[src/hdl/box_pyramid_downsampler_defines.svh]
`ifndef BOX_PYRAMID_DOWNSAMPLER_DEFINES_SVH
`define BOX_PYRAMID_DOWNSAMPLER_DEFINES_SVH

// Check a condition in the same cycle as its trigger; quiet while in reset.
`define BPD_ASSERT_NOW(label, ante, cons, msg) \
    label: assert property (@(posedge clk) disable iff (!rst_n) (ante) |-> (cons)) \
        else $error(msg);

// Check a condition in the cycle after its trigger; quiet while in reset.
`define BPD_ASSERT_NEXT(label, ante, cons, msg) \
    label: assert property (@(posedge clk) disable iff (!rst_n) (ante) |=> (cons)) \
        else $error(msg);

`endif

[src/hdl/bpd_pkg.sv]
package bpd_pkg;

    localparam int PIX_W          = 8;
    localparam int LVL_W          = 3;
    localparam int CFG_W          = 12;
    localparam int LIM_W          = 3;
    localparam int DATA_W         = 32;
    localparam int ADDR_W         = 4;
    // Results per pixel are bounded by the level index field.
    localparam int RES_MAX        = (1 << LVL_W) - 1;

    localparam int MAX_WIDTH_DEF  = 2048;
    localparam int MAX_LEVELS_DEF = 8;

    localparam logic [CFG_W-1:0] BASE_WIDTH_RST  = CFG_W'(640);
    localparam logic [CFG_W-1:0] BASE_HEIGHT_RST = CFG_W'(480);
    localparam logic [LIM_W-1:0] LEVEL_LIMIT_RST = LIM_W'(4);
    localparam logic [CFG_W-1:0] MIN_SIZE_RST    = CFG_W'(8);

    typedef enum logic [1:0] {
        REG_BASE_WIDTH  = 2'd0,
        REG_BASE_HEIGHT = 2'd1,
        REG_LEVEL_LIMIT = 2'd2,
        REG_MIN_SIZE    = 2'd3
    } bpd_reg_t;

    // One pixel's wavefront as it walks the chain of level cells.
    typedef struct packed {
        logic                           has_pix;
        logic [PIX_W-1:0]               cur;
        logic [LVL_W-1:0]               n;
        logic [RES_MAX-1:0]             done;
        logic [RES_MAX-1:0][PIX_W-1:0]  vals;
    } bpd_tok_t;

    typedef struct packed {
        logic go;
        logic restart;
        logic build_en;
    } bpd_ctl_t;

    // Levels above the level index range are never built.
    function automatic int cell_count(input int max_levels);
        return (max_levels < RES_MAX + 1) ? max_levels : RES_MAX + 1;
    endfunction

endpackage

[src/hdl/bpd_cfg.sv]
module bpd_cfg
    import bpd_pkg::*;
#(
    parameter int MAX_WIDTH  = MAX_WIDTH_DEF,
    parameter int MAX_LEVELS = MAX_LEVELS_DEF,
    localparam int NCELL     = cell_count(MAX_LEVELS),
    localparam int SW        = $clog2(MAX_WIDTH) + 1
)
(
    input  logic                       clk,
    input  logic                       rst_n,
    input  logic                       psel,
    input  logic                       penable,
    input  logic                       pwrite,
    input  logic [ADDR_W-1:0]          paddr,
    input  logic [DATA_W-1:0]          pwdata,
    output logic [DATA_W-1:0]          prdata,
    output logic                       pready,
    output logic                       restart,
    output logic [NCELL-1:0][SW-1:0]   lvl_width,
    output logic [NCELL-1:0][SW-1:0]   lvl_height,
    output logic [NCELL-1:0]           build_en
);

    logic [CFG_W-1:0]  base_width_reg, base_height_reg, min_size_reg;
    logic [LIM_W-1:0]  level_limit_reg;
    logic [SW-1:0]     w0, h0;
    logic [NCELL-1:0]  ok;
    bpd_reg_t          sel;

    assign pready  = 1'b1;
    assign sel     = bpd_reg_t'(paddr[ADDR_W-1:2]);
    assign restart = psel && penable && pwrite && pready;

    always_comb
    begin
        case (sel)
            REG_BASE_WIDTH:  prdata = DATA_W'(base_width_reg);
            REG_BASE_HEIGHT: prdata = DATA_W'(base_height_reg);
            REG_LEVEL_LIMIT: prdata = DATA_W'(level_limit_reg);
            REG_MIN_SIZE:    prdata = DATA_W'(min_size_reg);
            default:         prdata = '0;
        endcase
    end

    always_ff @(posedge clk or negedge rst_n)
    begin
        if (!rst_n)
        begin
            base_width_reg  <= BASE_WIDTH_RST;
            base_height_reg <= BASE_HEIGHT_RST;
            level_limit_reg <= LEVEL_LIMIT_RST;
            min_size_reg    <= MIN_SIZE_RST;
        end
        else if (restart)
        begin
            case (sel)
                REG_BASE_WIDTH:  base_width_reg  <= pwdata[CFG_W-1:0];
                REG_BASE_HEIGHT: base_height_reg <= pwdata[CFG_W-1:0];
                REG_LEVEL_LIMIT: level_limit_reg <= pwdata[LIM_W-1:0];
                REG_MIN_SIZE:    min_size_reg    <= pwdata[CFG_W-1:0];
                default:         base_width_reg  <= base_width_reg;
            endcase
        end
    end

    // Zero sizes count as one; oversize is saturated.
    always_comb
    begin
        if (base_width_reg == '0)
            w0 = SW'(1);
        else if (32'(base_width_reg) > 32'(MAX_WIDTH))
            w0 = SW'(MAX_WIDTH);
        else
            w0 = SW'(base_width_reg);

        if (base_height_reg == '0)
            h0 = SW'(1);
        else if (32'(base_height_reg) > 32'(MAX_WIDTH))
            h0 = SW'(MAX_WIDTH);
        else
            h0 = SW'(base_height_reg);
    end

    always_comb
    begin
        for (int k = 0; k < NCELL; k++)
        begin
            lvl_width[k]  = SW'((32'(w0) + (32'd1 << k) - 32'd1) >> k);
            lvl_height[k] = SW'((32'(h0) + (32'd1 << k) - 32'd1) >> k);
        end
        ok[0] = 1'b1;
        for (int k = 1; k < NCELL; k++)
        begin
            ok[k] = ok[k-1] && (32'(level_limit_reg) >= 32'(k))
                    && (32'(lvl_width[k-1]) >= 32'(min_size_reg))
                    && (32'(lvl_height[k-1]) >= 32'(min_size_reg));
        end
        for (int k = 0; k < NCELL - 1; k++)
        begin
            build_en[k] = ok[k+1];
        end
        build_en[NCELL-1] = 1'b0;
    end

endmodule

[config.mk]
export PLATFORM = sky130hd
export DESIGN_NAME = bpd_cfg
export DESIGN_NICKNAME = d
export VERILOG_FILES = /design/src/hdl/box_pyramid_downsampler_defines.svh /design/src/hdl/bpd_pkg.sv /design/src/hdl/bpd_cfg.sv
export SDC_FILE = /design/constraint.sdc
export NUM_CORES = 1
export LEC_CHECK = 0
export BUFFER_PORTS_ARGS = -buffer_cell sky130_fd_sc_hd__buf_2
export CELL_PAD_IN_SITES_DETAIL_PLACEMENT = 1
export CELL_PAD_IN_SITES_GLOBAL_PLACEMENT = 1
export CORE_UTILIZATION = 37
export CTS_CLUSTER_SIZE = 28
export DETAILED_ROUTE_END_ITERATION = 16
export GPL_TIMING_DRIVEN = 1
export PLACE_DENSITY = 0.87
export SKIP_LAST_GASP = 1
export SLEW_MARGIN = 20
export SYNTH_ARGS = -nofsm -noshare
export SYNTH_HDL_FRONTEND = slang
export SYNTH_SLANG_ARGS = --single-unit
[constraint.sdc]
create_clock -name clk -period 4.88 [get_ports clk]
set_clock_uncertainty 0.05 [all_clocks]
set_input_delay 0.488 -clock clk [delete_from_list [all_inputs] [get_ports clk]]
set_output_delay 0.488 -clock clk [all_outputs]
set_load 0.02 [all_outputs]
[After elaboration in Yosys (flattened, before gate mapping)]
Cells that the tools add are included.
Word-level totals
  logic and storage cells: 96
  bits in registers: 39
Cells by class
  add/sub/neg operators: 32
  mux-type cells: 5
  eq/ne operators: 3
  reduce and logical (&&, ||, !) cells: 29
  order comparisons: 23
Operators with widths (count)
  greater-or-equal comparator 12 bit: 14
  subtractor 13 x 1 -> 14 bit (second input constant): 12
  case mux 32 bit (4 select lines): 1
  2-to-1 mux 12 bit: 4
  adder 12 x 2 -> 13 bit (second input constant): 2
  adder 12 x 3 -> 13 bit (second input constant): 2
  adder 12 x 4 -> 13 bit (second input constant): 2
  adder 12 x 5 -> 13 bit (second input constant): 2
  adder 12 x 6 -> 13 bit (second input constant): 2
  adder 12 x 7 -> 13 bit (second input constant): 2
  adder 12 x 8 -> 13 bit (second input constant): 2
  subtractor 13 x 1 -> 13 bit (second input constant): 2
  adder 12 x 1 -> 12 bit (second input constant): 2
  greater-than comparator 12 bit (second input constant): 2
  zero test 12 bit: 2
  subtractor 12 x 1 -> 12 bit (second input constant): 2
  logical AND 1 bit: 22
  greater-or-equal comparator 3 bit (second input constant): 4
  AND reduction 2 bit: 4
  greater-or-equal comparator 3 x 2 -> 1 bit (second input constant): 2
  == test 2 bit (second input constant): 2
  greater-or-equal comparator 3 x 1 -> 1 bit (second input constant): 1
  == test 2 x 1 -> 1 bit (second input constant): 1
  zero test 2 bit: 1

[Longest topological paths before layout]
  word-level depth: 26
  depth in mapped cells: 22

[Least setup slack after synthesis]
No wires, ideal clock.
  path kind: reg2out
  from: register base_width_reg[4]
  to: output port build_en[6]
  setup slack: -2 ps
  data arrival time: 4344 ps
  cell stages (with the launch flop): 23
  data required time: 4342 ps
  path through: dfrtp_1 > clkbuf_1 > nor4_1 > nand2_1 > nor3_1 > nor2_1 > nor2_1 > inv_1 > ha_1 > inv_1 > o21ai_0 > nor2_1 > nand2b_1 > nor2_1 > xor2_1 > ha_1 > nor3_1 > nor2_1 > o221a_2 > o211ai_1 > nor4_1 > nand4_1 > nor4b_2
RTL lines
  start: declaration: line bpd_cfg.sv:25  | logic [CFG_W-1:0] base_width_reg, base_height_reg, min_size_reg;
  start signal: assignment: line bpd_cfg.sv:58  | REG_BASE_WIDTH: base_width_reg <= pwdata[CFG_W-1:0];
  start signal: assignment: line bpd_cfg.sv:62  | default: base_width_reg <= base_width_reg;
  end: declaration: line bpd_cfg.sv:22  | output logic [NCELL-1:0] build_en

[Worst setup path in the final report]
  from: register base_width_reg[8]
  to: output port build_en[6]
Between the ends
  longest elaborated chain between the ends: 26
RTL lines
  greater-than comparator 12 bit: line bpd_cfg.sv:72  | else if (32'(base_width_reg) > 32'(MAX_WIDTH))
  2-to-1 mux 12 bit: line bpd_cfg.sv:72
  2-to-1 mux 12 bit *: line bpd_cfg.sv:70  | if (base_width_reg == '0)
  adder 12 x 1 -> 12 bit: line bpd_cfg.sv:89  | lvl_width[k] = SW'((32'(w0) + (32'd1 << k) - 32'd1) >> k);
  subtractor 12 x 1 -> 12 bit: line bpd_cfg.sv:89
  greater-or-equal comparator 12 bit: line bpd_cfg.sv:96  | && (32'(lvl_width[k-1]) >= 32'(min_size_reg))
  logical AND 1 bit: line bpd_cfg.sv:96
  logical AND 1 bit: line bpd_cfg.sv:97  | && (32'(lvl_height[k-1]) >= 32'(min_size_reg));
  [... 10 more ...]
  logical AND 1 bit: line bpd_cfg.sv:96
  logical AND 1 bit: line bpd_cfg.sv:97
  logical AND 1 bit: line bpd_cfg.sv:95  | ok[k] = ok[k-1] && (32'(level_limit_reg) >= 32'(k))
  logical AND 1 bit: line bpd_cfg.sv:96
  logical AND 1 bit: line bpd_cfg.sv:97
  logical AND 1 bit: line bpd_cfg.sv:95
  logical AND 1 bit *: line bpd_cfg.sv:96
  logical AND 1 bit *: line bpd_cfg.sv:97
Mark *: on every way between the ends. The rest lies on a longest branch, timed or not.

==> impl_metrics.json <==
{
  "worst_skew_pair.late_latency_ns": 0.28,
  "failed_checks": "setup timing",
  "synth-main-ff-cell": "sky130_fd_sc_hd__dfrtp_1",
  "global_route_wire_length_before_repair_um": 47330,
  "detailedRoute.firstIterationViolations": 583,
  "via_per_inst": 5.711,
  "synth_edf_count": 0,
  "hold_viol_final": 0,
  "via_count_of_the_first_global_routing_pass": 8513,
  "yosys-top-cells-area": "sky130_fd_sc_hd__ha_1, sky130_fd_sc_hd__dfrtp_1, sky130_fd_sc_hd__xnor2_1, sky130_fd_sc_hd__buf_4, sky130_fd_sc_hd__mux2_2",
  "initial_utilization": 0.3787,
  "cts.root.buffer_cell": "sky130_fd_sc_hd__clkbuf_16",
  "synth.most_common_cell": "sky130_fd_sc_hd__ha_1",
  "outcome": "finished with violations",
  "clock.fmax_mhz": 197.9,
  "worst_hold_path_type": "input pin to async pin",
  "power-per-cell-area_nw_per_um2": 475.7,
  "final_cell_count_no_fill": 1450,
  "sequential_share_of_the_synthesized_area": 0.1329,
  "number_of_h_tree_branching_levels": 2,
  "max_slew_margin": 0.3823,
  "fp.coreArea_um2": 19590,
  "cts_made_buffers": 5,
  "synthesis.instances": 923,
  "gpl.final_weighted_congestion": 0.9622,
  "ir_drop_v": 0.0001907,
  "die_area_um2": 20620,
  "layout.cell_area.non_filler_um2": 9479,
  "timing.critical_path.required_ns": 4.34,
  "postLayoutSetupSlackWorst_ns": -0.1727,
  "rsz0062_at_grt": "yes",
  "critical-path-slowest-cell": "sky130_fd_sc_hd__dfrtp_1",
  "floorplan.rows": 51,
  "placement.setup.worst_slack_ns": -0.1919,
  "grt_max_degree": 40,
  "synth.lib_cells_used.distinct": 62,
  "fp.dieH_um": 143.6,
  "syn_avg_cell_area_um2": 8.039,
  "nNetsFinal": 1365,
  "crit_path_end_kind": "output port",
  "synth_top_area_share": 0.2361,
  "worst_setup_path_start_kind": "register",
  "fp.dieW_um": 143.6,
  "total_number_of_vias": 8281,
  "drt_wl_total_um": 32330,
  "wl_per_cell_um": 22.30,
  "critical-path-top-cell-by-count": "sky130_fd_sc_hd__buf_4",
  "max_stage_delay_ns": 0.39,
  "max-cap-violations": 0,
  "cts.path.max_buffers": 2,
  "post-route-min-period_ns": 5.053,
  "port-buffer-count": 174,
  "ctsHoldBuffers": 0,
  "finalCoreUtilization": 0.4839,
  "post-synth-top-area-cell": "sky130_fd_sc_hd__ha_1",
  "area_growth_syn_to_layout_pct": 27.76,
  "place_area_um2": 8930,
  "antenna-diode-count": 0,
  "syn_area_um2": 7420,
  "clkTransAtPathRegs_ns": 0.06,
  "placedCellCount": 1426,
  "layout_worst_path_cycle_share": 1.035,
  "cts_tree": "built",
  "timing_worst_setup_path_type": "register to output port",
  "global_route.overflow_total": 0,
  "ant_nets": 0,
  "clkSinkCount": 39,
  "fraction_of_layout_instances_using_a_drive_strength_above_1": 0.3207,
  "dp.final_hpwl_um": 24490,
  "setup_viol_count_final": 4,
  "crit_arrival_ns": 4.51,
  "grt_antenna_before_repair": 0,
  "path_cells": "nor4_2 > buf_4 > nand2_2 > nor3_2 > nor2_1 > nor2_2 > buf_6 > ha_2 > nand4_1 > nor3_2 > xor2_1 > ha_2 > a22o_1 > nor4_2 > o21ai_1 > a21oi_2 > a2111oi_2 > buf_4 > nand4_1 > nor4b_4 > buf_4",
  "route.detailed.drc": 0,
  "worst_slew_pin_slew_ns": 0.9266,
  "maxSlewViolCount": 0,
  "timing.critical_path.fanout_max": 3,
  "synth_warnings": 0,
  "ys_seq_elements": 39,
  "drt_pass1_iterations": 5,
  "top_level_ports": 275,
  "post_synth_most_frequent_cells": "sky130_fd_sc_hd__ha_1, sky130_fd_sc_hd__buf_4, sky130_fd_sc_hd__nor2_1, sky130_fd_sc_hd__xnor2_1, sky130_fd_sc_hd__nand2_1",
  "global_route.usage.total": 0.3043,
  "leakage_power_nw": 4.885,
  "synthArstFlopShare": 1.000
}
## area by class of cell
| class | instances | area, um2 |
|---|---|---|
| repair buffers | 284 | 1735 |
| clock buffers | 6 | 138.9 |
| flip-flops and latches | 39 | 987.2 |
| inverters | 49 | 191.4 |
| well taps | 265 | 331.6 |
| multi-input cells | 805 | 6060 |
| clock inverters | 2 | 35.03 |
| fillers | 2458 | 10110 |
## stage by stage
step,setup TNS [ns],power (mW),hold slack [ns]
after floorplan,0,2.641,0.1424
after global placement,0,3.693,0.5641
after detailed placement,-0.4280,3.852,0.5789
after CTS,-0.02925,4.326,0.3058
after global routing,-1.519,4.797,0.3564
final,-0.3959,4.509,0.2975
## kinds of logic after synthesis
group,after synthesis,synth area share
multiplexers,41,0.06509
XOR/XNOR,94,0.1110
AO/OA/AOI/OAI,173,0.1519
other,2,0.001012
buffers and inverters,167,0.1265
AND/OR/NAND/NOR,266,0.1742
flip-flops,39,0.1329
adder cells (fa/ha/maj),141,0.2374
## report_power, final
part,switching (mW),leakage (nW),internal (mW)
clock,0.133,0.0868,0.254
combinational,2.26,4.34,1.33
sequential,0.117,0.460,0.412
total,2.51,4.88,2.00
## cell usage in the layout, fill, tap and decap left out, drive strengths merged, types with 18 or more instances in the layout
master | synthesis | final
o21ai | 58 | 58
ha | 140 | 140
nor2 | 76 | 76
buf | 85 | 284
mux2 | 28 | 28
xor2 | 18 | 18
conb | 2 | 90
inv | 49 | 49
a21oi | 30 | 30
dfrtp | 31 | 31
xnor2 | 76 | 76
nand2 | 63 | 63
nand3 | 23 | 23
nor3 | 18 | 18
nand2b | 25 | 25
## worst paths after layout
path                                      from                   to  slack (ns)  depth (start not counted)
min                                      rst_n      min_size_reg[5]        0.30                          1
max reg2reg                    min_size_reg[6]      min_size_reg[6]        3.43                          3
max                          base_width_reg[8]          build_en[6]       -0.17                         21
max in group asynchronous                rst_n  base_height_reg[11]        3.85                          1
min reg2reg                base_height_reg[10]  base_height_reg[10]        0.64                          2
min in group clk                     pwdata[9]      min_size_reg[9]        0.40                          3
## critical path: cells and delay by family, from the launching register on
family / cells / cell delay (ns)
xor gates and xnor gates: 1 / 0.26
AOI/OAI and AO/OA: 4 / 0.70
adders and majority gates: 2 / 0.42
buffers and inverters: 4 / 0.67
and+or+nand+nor: 10 / 1.76
DFF: 1 / 0.39
## layer usage
layer	share of wire	track usage	routed length (um)
met5	0	0	0
met4	0.063	0.1809	2040
met3	0.075	0.04565	2435
met2	0.47	0.5151	15190
met1	0.39	0.3642	12660
## repair_timing
action,in CTS,in global routing
pin swaps,26,9
setup buffers,7,9
endpoints found under the setup margin,6,6
resized for setup,41,25
(Power assumes the default switching activity.)
