[src/hdl/box_pyramid_downsampler_defines.svh]
`ifndef BOX_PYRAMID_DOWNSAMPLER_DEFINES_SVH
`define BOX_PYRAMID_DOWNSAMPLER_DEFINES_SVH

// Check a condition in the same cycle as its trigger; quiet while in reset.
`define BPD_ASSERT_NOW(label, ante, cons, msg) \
    label: assert property (@(posedge clk) disable iff (!rst_n) (ante) |-> (cons)) \
        else $error(msg);

// Check a condition in the cycle after its trigger; quiet while in reset.
`define BPD_ASSERT_NEXT(label, ante, cons, msg) \
    label: assert property (@(posedge clk) disable iff (!rst_n) (ante) |=> (cons)) \
        else $error(msg);

`endif

[src/hdl/bpd_pkg.sv]
package bpd_pkg;

    localparam int PIX_W          = 8;
    localparam int LVL_W          = 3;
    localparam int CFG_W          = 12;
    localparam int LIM_W          = 3;
    localparam int DATA_W         = 32;
    localparam int ADDR_W         = 4;
    // Results per pixel are bounded by the level index field.
    localparam int RES_MAX        = (1 << LVL_W) - 1;

    localparam int MAX_WIDTH_DEF  = 2048;
    localparam int MAX_LEVELS_DEF = 8;

    localparam logic [CFG_W-1:0] BASE_WIDTH_RST  = CFG_W'(640);
    localparam logic [CFG_W-1:0] BASE_HEIGHT_RST = CFG_W'(480);
    localparam logic [LIM_W-1:0] LEVEL_LIMIT_RST = LIM_W'(4);
    localparam logic [CFG_W-1:0] MIN_SIZE_RST    = CFG_W'(8);

    typedef enum logic [1:0] {
        REG_BASE_WIDTH  = 2'd0,
        REG_BASE_HEIGHT = 2'd1,
        REG_LEVEL_LIMIT = 2'd2,
        REG_MIN_SIZE    = 2'd3
    } bpd_reg_t;

    // One pixel's wavefront as it walks the chain of level cells.
    typedef struct packed {
        logic                           has_pix;
        logic [PIX_W-1:0]               cur;
        logic [LVL_W-1:0]               n;
        logic [RES_MAX-1:0]             done;
        logic [RES_MAX-1:0][PIX_W-1:0]  vals;
    } bpd_tok_t;

    typedef struct packed {
        logic go;
        logic restart;
        logic build_en;
    } bpd_ctl_t;

    // Levels above the level index range are never built.
    function automatic int cell_count(input int max_levels);
        return (max_levels < RES_MAX + 1) ? max_levels : RES_MAX + 1;
    endfunction

endpackage

[src/hdl/bpd_ser.sv]
`include "box_pyramid_downsampler_defines.svh"

module bpd_ser
    import bpd_pkg::*;
(
    input  logic              clk,
    input  logic              rst_n,
    input  logic              load,
    input  bpd_tok_t          tok,
    output logic              free,
    output logic              result_valid,
    input  logic              result_stall,
    output logic [LVL_W-1:0]  level_index,
    output logic [PIX_W-1:0]  out_value,
    output logic              level_done,
    output logic              last_of_run
);

    logic                           valid_reg;
    logic [LVL_W-1:0]               idx_reg, cnt_reg;
    logic [RES_MAX-1:0]             done_reg;
    logic [RES_MAX-1:0][PIX_W-1:0]  vals_reg;
    logic                           last;

    assign last         = (idx_reg + LVL_W'(1)) == cnt_reg;
    assign free         = !valid_reg || (!result_stall && last);
    assign result_valid = valid_reg;
    assign level_index  = idx_reg + LVL_W'(1);
    assign out_value    = vals_reg[idx_reg];
    assign level_done   = done_reg[idx_reg];
    assign last_of_run  = last;

    always_ff @(posedge clk or negedge rst_n)
    begin
        if (!rst_n)
        begin
            valid_reg <= 1'b0;
            idx_reg   <= '0;
            cnt_reg   <= '0;
        end
        else if (load)
        begin
            // A pixel that built nothing leaves the register empty.
            valid_reg <= (tok.n != '0);
            idx_reg   <= '0;
            cnt_reg   <= tok.n;
        end
        else if (valid_reg && !result_stall)
        begin
            if (last)
                valid_reg <= 1'b0;
            else
                idx_reg <= idx_reg + LVL_W'(1);
        end
    end

    always_ff @(posedge clk)
    begin
        if (load)
        begin
            vals_reg <= tok.vals;
            done_reg <= tok.done;
        end
    end

    `BPD_ASSERT_NOW(a_idx_in_run, valid_reg, idx_reg < cnt_reg, "result index past run length")
    `BPD_ASSERT_NEXT(a_run_restarts, valid_reg && !result_stall && last, !valid_reg || (idx_reg == '0), "next run not at first level")
    `BPD_ASSERT_NEXT(a_idx_steps, valid_reg && !result_stall && !last, idx_reg == ($past(idx_reg) + 1'b1), "result index skipped")

endmodule
[config.mk]
export PLATFORM = sky130hd
export DESIGN_NAME = bpd_ser
export DESIGN_NICKNAME = d
export VERILOG_FILES = /design/src/hdl/bpd_pkg.sv /design/src/hdl/bpd_ser.sv
export VERILOG_INCLUDE_DIRS = /design/src /design/src/hdl
export SDC_FILE = /design/constraint.sdc
export NUM_CORES = 1
export LEC_CHECK = 0
export ABC_AREA = 1
export BUFFER_PORTS_ARGS = -buffer_cell sky130_fd_sc_hd__buf_2
export CORE_MARGIN = 5
export CORE_UTILIZATION = 50
export DETAILED_ROUTE_END_ITERATION = 8
export PLACE_DENSITY_LB_ADDON = 0.2
export SLEW_MARGIN = 5
export SYNTH_ARGS = -nofsm -noshare
export SYNTH_HDL_FRONTEND = slang
export SYNTH_SLANG_ARGS = --single-unit
[constraint.sdc]
create_clock -name clk -period 1.8 [get_ports clk]
set_input_delay 0.27 -clock clk [delete_from_list [all_inputs] [get_ports clk]]
set_output_delay 0.27 -clock clk [all_outputs]
set_load 0.02 [all_outputs]
---- Word-level counts from Yosys, hierarchy flattened ----
Index checks and enable logic that the tools add are counted.
operators by class
  add/subtract/negate cells ............... 1
  reduce and logical (&&, ||, !) cells .... 10
  $lt $le $gt $ge ......................... 1
  mux-type cells .......................... 10
  eq/ne operators ......................... 2
operator list
  kind                                                                  number
  8-bit binary-select mux with 3-bit select                             1
  3-bit 2-to-1 mux                                                      3
  8-bit 2-to-1 mux                                                      1
  3-bit by 4-bit < comparator with 1-bit output, second input constant  1
  1-bit 2-to-1 mux                                                      4
  2-bit AND reduction                                                   2
  2-bit nonzero test                                                    2
  3-bit by 1-bit adder with 3-bit output, second input constant         1
  1-bit binary-select mux with 3-bit select                             1
  3-bit == test                                                         1
  3-bit nonzero test                                                    1
  1-bit logical AND                                                     2
  1-bit zero test                                                       2
  2-bit != test, second input constant                                  1
  1-bit logical OR                                                      1
storage, ports and cells
  flip-flop bits (word level) ............. 70

---- Depth between registers and ports, before layout ----
Gate-level depths: netlist of run 1.
  depth after elaboration ................. 5
  gate-level depth with buffers ........... 10
  gate-level depth less buffers ........... 10

---- Worst setup path before layout of run 1 ----
OpenSTA, ideal clock, no wires.
  path kind ............................... register to output
  start point ............................. reg idx_reg[0]
  end point ............................... out free
  arrival time ............................ 1.543 ns
  path buffers ............................ 0
  stages on the path, launching flop included .. 8
  setup slack ............................. -0.013 ns
  path through ............................ dfrtp_1 -> ha_1 -> inv_2 -> nand2_1 -> nand2_1 -> nor2_1 -> nand2_2 -> o21ai_1
on the way
  longest elaborated chain between the ends .. 4
ends and longest elaborated chain
  what                                    line           RTL
  start, declared                         bpd_ser.sv:20  logic [LVL_W-1:0] idx_reg, cnt_reg;
  start signal, assigned                  bpd_ser.sv:53  idx_reg <= idx_reg + LVL_W'(1);
  3-bit by 1-bit adder with 3-bit output  --
  via level_index[1]                      bpd_ser.sv:13  output logic [LVL_W-1:0] level_index,
  3-bit == test                           bpd_ser.sv:25  assign last = (idx_reg + LVL_W'(1)) == cnt_reg;
  1-bit logical AND                       bpd_ser.sv:26  assign free = !valid_reg || (!result_stall && last);
  1-bit logical OR                        bpd_ser.sv:26
  end, declared                           bpd_ser.sv:10  output logic free,
The timed path passes the listed nets, and every way through them passes these cells.

---- Worst setup path after layout of run 1 ----
  start point ............................. reg idx_reg[0]
  end point ............................... out free
on the way
  longest elaborated chain between the ends .. 4
ends and longest elaborated chain
  what                                    line
  3-bit by 1-bit adder with 3-bit output  bpd_ser.sv:25
  3-bit == test                           bpd_ser.sv:25
  1-bit logical AND                       bpd_ser.sv:26
  1-bit logical OR                        bpd_ser.sv:26
No other way between the ends.

==> key figures, run 1 <==
Synth
  – Cells after Synth: ~250
  – Async set-reset flop share out of synthesis: about a tenth
  – Sequential share of the synthesized area: a little under three quarters
  – Number of flops mapped to enable cells by yosys: 63
  – Ys Warns: 0
  – Most common library cells after synthesis: edfxtp_1 (63), nand2_1 (51), nor2_1 (46), o21ai_0 (18), o21ai_1 (13)
  – Syn Std Cell Area: approximately 0.0029 sq mm
  – Area share of the largest cell type after synthesis: about two thirds
  – Synth Register Bits: 70
  – Synthesized net count: around 330
  – Synth area leaders: edfxtp_1 (65%), nand2_1 (6.6%), dfrtp_1 (6.0%), nor2_1 (5.9%), o21ai_0 (3.1%)
  – Most repeated cell in the gate-level netlist after synthesis: edfxtp_1
  – Post-Syn Area per Cell: between 10 and 15 sq um
  – Most frequently used flop master after synthesis: edfxtp_1
  – Number of distinct standard cells referenced by the synthesized netlist: 19
  – Cell taking the most area after synthesis: edfxtp_1

Clock network
  – Number of H-tree levels: 3
  – Clock tree from TritonCTS: yes
  – Latest clock arrival within the worst-skew pair: 0.33 ns
  – Clock transition at the registers of the reported paths: ~0.08 ns
  – Buffer levels on the longest clock path: 2
  – Number of CTS-inserted buffers: 9
  – Root buffer cell: clkbuf_8
  – Number of sinks handled by clock tree synthesis: 70

Cells and area
  – Post-Layout Cell Count: 423
  – Count of inserted antenna diode cells: 0
  – Core utilization of the finished layout: just under 70%
  – Fraction of layout cells with a size suffix above 1: between 30% and 40%
  – Flip-flop count of the largest register after layout: 56
  – Fill count: 422
  – Area of all placed cells without fillers: around 0.0038 sq mm
  – Total Nets Final: around 430
  – Relative area change from synthesis to final layout: 30.4%

Place
  – Buffers added on ports: 84
  – Number of cells after detailed placement: approximately 400
  – Standard cell area after detailed placement: about 0.0035 sq mm
  – Placer congestion estimate: just under 0.8
  – Half-perimeter wire length after placement: 4080 microns

Global routing
  – Wire length of the first global-routing pass: slightly below 10000 microns
  – Via count of the first global-routing pass: 2096
  – Maximum number of pins on one net before global-route repair: 38
  – Number of antenna violations at the first check in global routing: 0
  – Total GRT Usage: roughly 17%
  – Global-route congestion overflow total: 0

Floorplanning
  – Die boundary height: 86.2 microns
  – Ports placed on the boundary: 94
  – Die Width: 86.2 microns
  – Core Region: 0.00557 sq mm
  – Rows: 27
  – Initial Utilization: between 50 and 60%
  – DIE AREA: between 0.007 and 0.008 sq mm

Critical path
  – Worst EP arrival: 1.71 ns
  – Startpoint of the lowest-slack register-to-register path: idx_reg[0]
  – Required time at the endpoint of the critical path: roughly 1.5 ns
  – R2r endpoint: result_valid
  – Worst-path cell chain: ha_4 -> inv_2 -> nand2_2 -> nand2_2 -> nor2_4 -> nand2_2 -> o21ai_2 -> buf_6
  – Category of the critical setup timing path: reg2out
  – CP Launch Type: flop
  – Crit path max fanout: 5
  – Flop-to-flop setup slack: between 0.2 and 0.3 ns
  – Endpoint type of the worst setup path: primary output
  – Delay of the slowest cell on the worst path: roughly 0.45 ns
  – Critical Path Source: idx_reg[0]
  – Termination of the worst setup path: free
  – Most numerous cell on the critical path: nand2_2
  – Slowest cell on crit path: dfrtp_2
  – R2R cell count: 11

Routing
  – Drt drc: 0
  – Detailed router's first-iteration violation count: 111
  – Routed via count: about 2100
  – Routed length per placed instance: 14.0 microns
  – 1st-pass router iterations: 5
  – Number of vias per cell: a little over 5
  – Antenna Nets Post-Route: 0
  – Sum of routed wire length over all layers: 5910 microns

Timing
  – Unrepaired setup endpoints after global routing: yes
  – Post-route setup TNS: -1.02 ns
  – Ratio of final minimum period to clock period: 110%
  – Final number of hold-violating endpoints: 0
  – Number of max-slew violations in the final report: 0
  – Slew HR: between 80% and 90%
  – Worst clock skew: around 0.0013 ns
  – Transition time at the pin with the least slew margin: 0.230 ns
  – Worst setup slack after layout: -0.178 ns
  – Setup-violating endpoint count in the final report: 11
  – Min Clock Period, post-route: ~2 ns
  – Max Clk Rate: 506 MHz

Outcome
  – Outcome: finished with violations
  – Failing checks: negative setup slack

Worst hold path
  – Classification of the worst-slack hold path: in2reg

Power
  – Reported leakage power: 1.62 nW
  – Power per unit of standard cell area: 1490 mW/mm^2
  – Peak supply drop: about 0.0011 V

Job
  – Max-cap violations: 0
==> power breakdown <==
part | switching (mW) | total [mW] | internal, mW
clock network | 0.608 | 1.41 | 0.799
logic | 1.32 | 2.21 | 0.887
registers | 0.0789 | 2.01 | 1.94
==> cells by family after synthesis <==
logic type / after synthesis / share of synthesized area (%)
buf+inv: 23 / 4.09
flops: 70 / 71.2
simple gates: 115 / 16.1
fa+ha+maj: 1 / 0.431
compound gates: 42 / 8.23
==> cells in the final DEF, fill, tap and decap left out, types with 6 or more instances in the layout <==
| cell | count |
|---|---|
| nand2_2 | 6 |
| nand2_1 | 48 |
| o21ai_0 | 18 |
| o31ai_1 | 8 |
| o21ai_1 | 12 |
| nand3_1 | 11 |
| dfrtp_1 | 6 |
| clkbuf_8 | 9 |
| edfxtp_1 | 63 |
| nor2_1 | 43 |
| buf_2 | 80 |
| buf_4 | 7 |
| inv_1 | 7 |
==> what timing repair did <==
action / CTS / global route
hold buffers: 1 / 0
hold endpoints to repair: 7 / 0
setup buffers: 1 / 0
gates resized for setup: 16 / 8
pin swaps: 1 / 6
endpoints found under the setup margin: 11 / 11
==> worst min-delay path by stage <==
| stage | to | slack, ns | from | cells after the start |
|---|---|---|---|---|
| 6_report | vals_reg[14] | 0.10 | tok[14] | 1 |
| 5_1_grt | vals_reg[18] | 0.07 | tok[18] | 1 |
| 4_1_cts | vals_reg[18] | 0.08 | tok[18] | 1 |
| 3_5_place_dp | cnt_reg[0] | 0.12 | rst_n | 1 |
| 3_3_place_gp | cnt_reg[0] | 0.11 | rst_n | 1 |
| 2_1_floorplan | cnt_reg[0] | -0.03 | rst_n | 0 |
==> final cells by class <==
cell class	instances	area, sq um	share of cell area, %
clock inverter	7	104	2.74
sequential	70	2070	54.6
inverter	10	37.5	0.991
clock buffer	9	124	3.27
timing repair buffer	97	599	15.8
multi-input combinational	158	764	20.2
tap	72	90.1	2.38
==> worst max-delay path, delay by kind of cell, from the launching register on <==
| kind | cells | cell delay, ns |
|---|---|---|
| flops | 1 | 0.45 |
| simple gates | 4 | 0.30 |
| compound gates | 1 | 0.15 |
| buf+inv | 2 | 0.17 |
| fa+ha+maj | 1 | 0.31 |
==> stage by stage <==
stage	hold WS, ns	setup slack, ns	total power [mW]
3_5_place_dp	0.117	0.0439	4.01
6_report	0.102	-0.178	5.63
4_1_cts	0.0831	-0.183	5.60
3_3_place_gp	0.112	0.0738	4.00
2_1_floorplan	-0.0256	0.0853	3.36
5_1_grt	0.0725	-0.307	6.00
==> routing by layer <==
| metal | wire, microns | vias to the layer above | GRT usage (%) |
|---|---|---|---|
| li1 | - | 1063 | - |
| met1 | 2300 | 986 | 20.9 |
| met4 | 42 | 0 | 3.68 |
| met2 | 3110 | 74 | 29.1 |
| met5 | 0 | - | 0 |
| met3 | 456 | 6 | 6.18 |
Power figures use the tool's default switching activity.
==> inputs of run 2 (changes only) <==
--- a/config.mk
+++ b/config.mk
@@ -9,9 +9,9 @@
 export ABC_AREA = 1
 export BUFFER_PORTS_ARGS = -buffer_cell sky130_fd_sc_hd__buf_2
 export CORE_MARGIN = 5
-export CORE_UTILIZATION = 50
+export CORE_UTILIZATION = 54
 export DETAILED_ROUTE_END_ITERATION = 8
-export PLACE_DENSITY_LB_ADDON = 0.2
+export PLACE_DENSITY = 0.91
 export SLEW_MARGIN = 5
 export SYNTH_ARGS = -nofsm -noshare
 export SYNTH_HDL_FRONTEND = slang
==> constraint.sdc (replaced) <==
create_clock -name clk -period 2.33 [get_ports clk]
set_input_delay 0.3495 -clock clk [delete_from_list [all_inputs] [get_ports clk]]
set_output_delay 0.3495 -clock clk [all_outputs]
set_load 0.02 [all_outputs]
==> key figures, run 2 (synthesis results as in run 1) <==
Global routing
  – Number of antenna violations at the first check in global routing: 0
  – Wire length of the first global-routing pass: 9590 microns
  – Via count of the first global-routing pass: around 2100
  – Global-route congestion overflow total: 0
  – Total GRT Usage: 17.8%
  – Maximum number of pins on one net before global-route repair: 38

Timing
  – Setup-violating endpoint count in the final report: 0
  – Ratio of final minimum period to clock period: a little over nine tenths
  – Slew HR: 64.5%
  – Min Clock Period, post-route: roughly 2.2 ns
  – Max Clk Rate: 456 MHz
  – Post-route setup TNS: 0 ns
  – Number of max-slew violations in the final report: 0
  – Transition time at the pin with the least slew margin: between 0.5 and 0.6 ns
  – Worst clock skew: around 0.0016 ns
  – Unrepaired setup endpoints after global routing: no
  – Final number of hold-violating endpoints: 0

Outcome
  – Outcome: completed

Critical path
  – Endpoint type of the worst setup path: primary output
  – Required time at the endpoint of the critical path: 1.98 ns
  – CP Launch Type: flop
  – Category of the critical setup timing path: reg2out
  – R2R cell count: 10
  – Crit path max fanout: 6
  – Worst EP arrival: ~1.8 ns

Power
  – Total chip power: roughly 4.1 mW
  – Reported net switching power: ~1.5 mW
  – Part of the power in registers: 37.9%
  – Combinational share of power: about 36%
  – Power per unit of standard cell area: around 1100 mW/mm^2
  – Reported leakage power: 1.56 nW
  – Internal Power: about 2.6 mW
  – Peak supply drop: 0.000622 V
  – Part of the total power dissipated in the clock network: between 20 and 30%
  – Switch share: 35.7%

Floorplanning
  – Core Region: between 0.005 and 0.006 sq mm
  – Initial Utilization: 56.1%
  – Ports placed on the boundary: 94
  – Die boundary height: roughly 83 microns
  – DIE AREA: slightly below 0.007 sq mm
  – Die Width: 83.3 microns
  – Rows: 26

Cells and area
  – Combined flip-flop and latch cell area: a little over 0.002 sq mm
  – Commonest cells after routing, fill and taps aside: buf_2 (84), edfxtp_1 (63), nand2_1 (51)
  – Multi-input gate area: 731 sq um
  – Fill count: between 300 and 400
  – Relative area change from synthesis to final layout: 26.2%
  – Count of inserted antenna diode cells: 0
  – Flip-flop count of the largest register after layout: 56
  – Total Nets Final: 422
  – Commonest non-fill, non-tap cell in the layout: buf_2
  – Fraction of layout cells with a size suffix above 1: roughly 34%

Clock network
  – Number of CTS-inserted buffers: 9
  – Clock transition at the registers of the reported paths: approximately 0.070 ns
  – Number of sinks handled by clock tree synthesis: 70
  – Number of H-tree levels: 3
  – Clock tree from TritonCTS: yes
  – Root buffer cell: clkbuf_8
  – Buffer levels on the longest clock path: 2
  – Latest clock arrival within the worst-skew pair: 0.34 ns

Routing
  – Detailed router's first-iteration violation count: roughly 120
  – Sum of routed wire length over all layers: ~5900 microns
  – 1st-pass router iterations: 4
  – Number of vias per cell: 5.06
  – Routed via count: 2110
  – Routed length per placed instance: about 14 microns
  – Drt drc: 0
  – Antenna Nets Post-Route: 0

Place
  – Buffers added on ports: 84
  – Placer congestion estimate: ~0.78
  – Half-perimeter wire length after placement: between 4000 and 5000 microns

Worst hold path
  – Classification of the worst-slack hold path: in2reg
  – Worst Hold Depth: 1

Job
  – Max-cap violations: 0
run 2: changes by cell type in the layout (fill, tap and decap cells not counted), sizes merged:
cell,change
buf,-4
inv,-3
clkinvlp,+2
clkbuf,+1
run 2: power groups by stage:
stage          Combinational, mW  Sequential [mW]  Clock (mW)
5_1_grt                     1.67             1.57        1.14
4_1_cts                     1.47             1.55        1.08
6_report                    1.50             1.56        1.06
2_1_floorplan               1.03             1.56           0
3_5_place_dp                1.47             1.58           0
3_3_place_gp                1.44             1.57           0
run 2: final cells by class:
type                            count  share of cell area, %
Tap cell                           70                   2.39
Clock buffer                       10                   3.48
Clock inverter                      6                   2.56
Inverter                           10                   1.13
Multi-Input combinational cell    158                   19.9
Timing Repair Buffer               93                   14.1
Sequential cell                    70                   56.4
run 2: stage by stage:
step	utilization [%]	cells	setup slack [ns]	cell area, sq um	hold slack, ns
global placement	65.7	398	0.492	3400	0.191
finish	70.9	417	0.137	3660	0.179
CTS	70.2	415	0.0852	3630	0.163
detailed placement	65.7	398	0.473	3400	0.195
floorplan	-	251	0.438	2900	0.0539
global route	70.9	417	0.0156	3660	0.152
run 2: routing by layer:
| layer | vias up | wire [microns] | global-route usage [%] |
|---|---|---|---|
| met1 | 962 | 2280 | 20.2 |
| met4 | 0 | 102 | 6.69 |
| li1 | 1054 | - | - |
| met2 | 84 | 3070 | 30.4 |
| met5 | - | 0 | 0 |
| met3 | 10 | 448 | 6.73 |
run 2: worst paths after layout:
kind | slack, ns | startpoint | to
worst max-delay path | 0.14 | idx_reg[0] | free
worst min-delay path | 0.18 | tok[45] | vals_reg[45]
worst max register to register | 0.76 | idx_reg[0] | result_valid
worst min register to register | 0.53 | result_valid | result_valid
max in group asynchronous | 1.78 | rst_n | idx_reg[2]
min in group asynchronous | 0.37 | rst_n | cnt_reg[1]
run 2: critical path, stage by stage (launching register included):
cell and delay, ns:
dfrtp_1 0.46, ha_4 0.33, inv_2 0.03, nand2_1 0.05, nand2_1 0.05, nor2_1 0.17
nand2_2 0.13, o21ai_1 0.12, buf_2 0.17
run 2: repair_timing:
item,CTS,global route
buffers inserted,0,2
hold buffers,1,0
setup endpoints to repair,0,6
gates resized for setup,0,3
endpoints found under the hold margin,7,0
